File: config.mk
export PLATFORM = sky130hd
export DESIGN_NAME = mtfr_cell
export DESIGN_NICKNAME = d
export VERILOG_FILES = /design/src/rtl/mtfr_cell.sv
export SDC_FILE = /design/constraint.sdc
export NUM_CORES = 1
export LEC_CHECK = 0
export BUFFER_PORTS_ARGS = -buffer_cell sky130_fd_sc_hd__buf_2
export CORE_MARGIN = 3
export CORE_UTILIZATION = 40
export DETAILED_ROUTE_END_ITERATION = 8
export PLACE_DENSITY_LB_ADDON = 0.1
export SYNTH_ARGS = -nofsm -noshare
export SYNTH_HDL_FRONTEND = slang
export SYNTH_SLANG_ARGS = --single-unit
File: constraint.sdc
create_clock -name clk -period 1.45 [get_ports clk]
set_input_delay 0.29 -clock clk [delete_from_list [all_inputs] [get_ports clk]]
set_output_delay 0.29 -clock clk [all_outputs]
set_load 0.005 [all_outputs]
File: src/rtl/mtfr_cell.sv
`default_nettype none

// one list position: holds an id, swaps with the passing carry until the key is met
module mtfr_cell #(
    parameter int ID_W  = 8,
    parameter int INDEX = 0
) (
    input  wire logic            clk,
    input  wire logic            rst_n,
    input  wire logic            init,
    input  wire logic            tok_in,
    input  wire logic [ID_W-1:0] carry_in,
    input  wire logic [ID_W-1:0] key,
    output logic                 tok_out,
    output logic [ID_W-1:0]      carry_out,
    output logic                 hit
);

    logic [ID_W-1:0] value_reg;
    logic [ID_W-1:0] value_next;
    logic            tok_reg;
    logic            tok_next;
    logic [ID_W-1:0] carry_reg;
    logic [ID_W-1:0] carry_next;

    assign hit       = tok_in && (value_reg == key);
    assign tok_out   = tok_reg;
    assign carry_out = carry_reg;

    always_comb
    begin
        value_next = value_reg;
        tok_next   = 1'b0;
        carry_next = carry_reg;
        if (init)
        begin
            value_next = ID_W'(INDEX);
        end
        else if (tok_in)
        begin
            // take the displaced id from above, pass ours down on a miss
            value_next = carry_in;
            if (!hit)
            begin
                tok_next   = 1'b1;
                carry_next = value_reg;
            end
        end
    end

    always_ff @(posedge clk or negedge rst_n)
    begin
        if (!rst_n)
        begin
            value_reg <= ID_W'(INDEX);
            tok_reg   <= 1'b0;
        end
        else
        begin
            value_reg <= value_next;
            tok_reg   <= tok_next;
        end
    end

    always_ff @(posedge clk)
    begin
        carry_reg <= carry_next;
    end

endmodule

`default_nettype wire

* Yosys cells after proc, flatten, opt, wreduce, memory -nomap -nowiden
Cells that the tools add are included. Widths: inputs -> output; s select.
Word-level totals: memories 0, bits in latches 0, logic and storage cells 14, ROM bits 0, register bits after elaboration 17, input bits 20, output and inout port bits 10, memory bits (writable) 0
Operators by class: equal/unequal tests 1, $lt $le $gt $ge 0, muxes and demuxes 5, bitwise operators 2, multipliers 0, shifts and indexed selects 0, reductions and logical operators 3, divide/modulo/power cells 0, add/sub/neg operators 0
Operator list (number):
- $mux 8 | 2
- $eq 8x8->1 | 1
- $mux 1 | 3
- $reduce_and 3->1 | 1
- $not 1->1 | 2
- $reduce_bool 2->1 | 1
- $logic_and 1x1->1 | 1

* Depth between registers and ports, before layout
word-level depth 5, depth in mapped cells 3, gate-level depth less buffers 3

* Worst setup path before layout
OpenSTA, ideal clock, no wires.
kind register to register, from register value_reg[5], to register carry_reg[0] (netlist: carry_out[0]) (enable), required time 1138 ps, arrival time 1137 ps, period minus slack after synthesis 1449 ps, library setup time 312 ps, buffers on the path 0, slack 1 ps, cell stages (with the launch flop) 4, path through dfrtp_1 > xor2_1 > nor4_1 > a21oi_1
Between the ends: cells in the longest elaborated chain, start to end 4
Ends and longest elaborated chain:
- from (decl) | line 19 | logic [ID_W-1:0] value_reg;
- from (signal assigned) | line 55 | value_reg <= ID_W'(INDEX);
- from (signal assigned) | line 60 | value_reg <= value_next;
- $eq 8x8->1 | line 26 | assign hit = tok_in && (value_reg == key);
- $logic_and 1x1->1 | line 26
- $not 1->1 (no source line)
- $reduce_and 3->1 (no source line)
- to (signal assigned) | line 67 | carry_reg <= carry_next;
- to (decl) | line 23 | logic [ID_W-1:0] carry_reg;
No other way between the ends. A chain may end at the register's enable or synchronous reset.

* Worst setup path in the final report
from register value_reg[6], to output hit
Between the ends: cells in the longest elaborated chain, start to end 2
Ends and longest elaborated chain:
- $eq 8x8->1 | line 26
- $logic_and 1x1->1 | line 26
- to (decl) | line 16 | output logic hit
No other way between the ends.

==> flow_summary.rst <==
.. list-table::
   :header-rows: 1

   * - Metric
     - Value
   * - Status
     - complete, but fails checks
   * - Violated checks
     - negative setup slack
   * - Synth Instances
     - 49
   * - Number of endpoints failing setup at the final stage
     - 9
   * - Power per Cell Area
     - 941 nW/µm²
   * - WP data arrival
     - 1.64 ns
   * - Worst-case setup margin in the final layout
     - -0.480 ns
   * - Required @ worst endpoint
     - 1.16 ns
   * - Post-route DRC violation count
     - 0
   * - Core ar.
     - 1560 µm²
   * - Layout overhead on the synthesized area
     - 44.1%
   * - Setup repair after global routing missed its margin
     - true
   * - Flip-flop and latch count after synthesis
     - 17
   * - Number of cells traversed by the worst register-to-register path
     - 4
   * - Sequential cell area
     - 465 µm²
   * - Gpl congestion
     - 0.729
   * - Final worst path period share
     - 133%
   * - Via count of the first global-routing pass
     - 510
   * - Insertion delay of the later-clocked pin in the worst-skew pair
     - 0.29 ns
   * - MaxCap Viol Count
     - 0
   * - Worst-case hold slack
     - 0.244 ns
   * - Clock tree from TritonCTS
     - built
   * - Number of cells after detailed placement
     - 104
   * - Number of standard cells in the layout, taps in and fillers out
     - 110
   * - Detailed-route wire length per cell
     - 13.2 µm
   * - Sequential share of the synthesized area
     - 67.5%
   * - Violation count after the first detailed-routing iteration
     - 8
   * - Floorplan die height
     - 47.5 µm
   * - Most frequent standard cell in the layout excluding fill and tap cells
     - buf_2
   * - Global-route usage over all layers
     - 15.1%
   * - Leakage power figure
     - 0.520 nW
   * - Tightest slew margin relative to the limit
     - 52.9%
   * - Clk sink count
     - 17
   * - Number of buffers created by CTS
     - 3
   * - Count of pins over their slew limit
     - 0
   * - Cell count of the worst hold path
     - 3
   * - Number of nets in the layout
     - 115
   * - Footprint of the multi-input gates
     - 228 µm²
   * - Final Power
     - 0.935 mW
   * - Type of origin of the critical path
     - flop
   * - Boundary pin count
     - 30
   * - Count of fill cells added during filler insertion
     - 133
   * - Routed via count divided by cell count
     - 4.79
   * - Worst-case setup slack after placement
     - -0.237 ns
   * - Max FO, Critical Path
     - 2
   * - Count of nets left with antenna violations after detail routing
     - 0
   * - Total vias in the final route
     - 527
   * - # H-tree levels
     - 1
   * - Kind of path behind the tightest hold check
     - input pin to flop
   * - Highest-count cells in the layout ignoring fill and taps
     - 29 x buf_2, 13 x buf_4, 9 x dfrtp_1
   * - Clock-pin slew of the registers on the worst-case setup and hold paths
     - 0.10 ns
   * - Share of layout cells above drive strength 1
     - 51.1%
   * - Clock Path Buffers
     - 2
   * - Syn Nets
     - 69
   * - Capturing element type of the critical path
     - output pin
   * - Clock tree root buffer cell
     - clkbuf_4
   * - Dpl hpwl
     - 1090 µm
   * - Post-Synthesis Mean Instance Area
     - 14.1 µm²
   * - First-pass GRT wire length
     - 2260 µm
   * - Post-synthesis instance area
     - 689 µm²
   * - Yosys warnings
     - 0
   * - Number of endpoints with negative hold slack in the final report
     - 0
   * - Antenna violations before repair
     - 0
   * - Largest net degree at the start of global routing
     - 11
   * - Count of distinct cell types in the synthesized netlist
     - 11
   * - Core Rows
     - 14
   * - Final wirelength
     - 1460 µm
   * - Util after Layout
     - 63.7%
   * - Maximum vdd ir drop
     - 0.000567 V
   * - Buffers on Ports
     - 29
   * - Transition at the pin with the smallest max-transition slack
     - 0.707 ns
   * - Path type of the worst setup path
     - flop to output pin
   * - Worst clock skew
     - 0.00210 ns
   * - Antenna cells
     - 0
   * - Floorplan die width
     - 47.5 µm
   * - Starting Density
     - 44.2%
   * - Achievable Freq
     - 518 MHz
   * - Post-layout minimum cycle time
     - 1.93 ns
   * - Global route total overflow
     - 0
   * - Overall die area
     - 2260 µm²
   * - First drt pass iteration count
     - 4
[power by group]
group / switching [mW] / internal (mW)
clock: 0.146 / 0.102
sequential: 0.0112 / 0.532
combinational: 0.0653 / 0.0771
total: 0.223 / 0.712
[worst paths after layout]
kind / startpoint / slack (ns) / to
worst max-delay path: value_reg[6]$_DFFE_PN0P_ / -0.48 / hit
worst min-delay path: carry_in[1] / 0.24 / value_reg[1]$_DFFE_PN0P_
worst max register to register: value_reg[1]$_DFFE_PN0P_ / -0.24 / carry_out[6]$_DFFE_PP_
worst min register to register: value_reg[3]$_DFFE_PN0P_ / 0.58 / carry_out[3]$_DFFE_PP_
max in group asynchronous: rst_n / 0.91 / tok_out$_DFF_PN0_
min in group asynchronous: rst_n / 0.37 / value_reg[1]$_DFFE_PN0P_
[metal layers]
metal / global-route usage, % / wire length [µm] / up-vias
met5: 0 / 0 / -
met1: 18.2 / 627 / 244
met2: 23.8 / 710 / 19
li1: - / - / 260
met4: 8.84 / 30 / 0
met3: 4.51 / 88 / 4
[logic make-up (layout without fill, tap and decap cells)]
group,after synthesis,count (layout),share of synthesized area (%)
flops,17,17,67.5
simple gates,12,12,7.99
mux,8,8,11.6
buf+inv,2,47,1.27
compound gates,2,2,1.45
xor+xnor,8,8,10.2
[cell type report]
cell class,count,area share [%]
multi-input cells,30,22.9
flip-flops and latches,17,46.9
well taps,16,2.02
clock buffers,3,2.27
repair buffers,43,25.4
clock inverters,1,0.504
[metrics by stage]
stage	setup TNS (ns)	area (µm²)
after global routing	-3.82	993
after global placement	-1.84	936
after detailed placement	-2.06	936
after floorplan	0	689
final	-2.40	993
after CTS	-2.24	987
[synth_stat cells]
cell type	instances	area, µm²
a21oi_1	2	10.0
edfxtp_1	8	240
clkbuf_1	1	3.75
dfrtp_1	9	225
buf_2	1	5.00
nand2b_1	1	6.26
nor4_1	2	12.5
mux2i_1	8	80.1
and3_1	1	6.26
nor2_1	8	30.0
xor2_1	8	70.1
[repair_timing]
item,in CTS,in global routing
buffers inserted,1,0
gates resized for setup,1,1
hold endpoints to repair,9,0
pin swaps,1,0
hold buffers,1,0
gates cloned,0,0
endpoints found under the setup margin,9,9
[worst max-delay path: stages, from the launching register on]
cell	delay [ns]
dfrtp_1	0.41
xor2_1	0.17
nor4_2	0.34
buf_4	0.17
and3_1	0.16
buf_2	0.11
No activity file was read; power rests on OpenSTA's default activity.
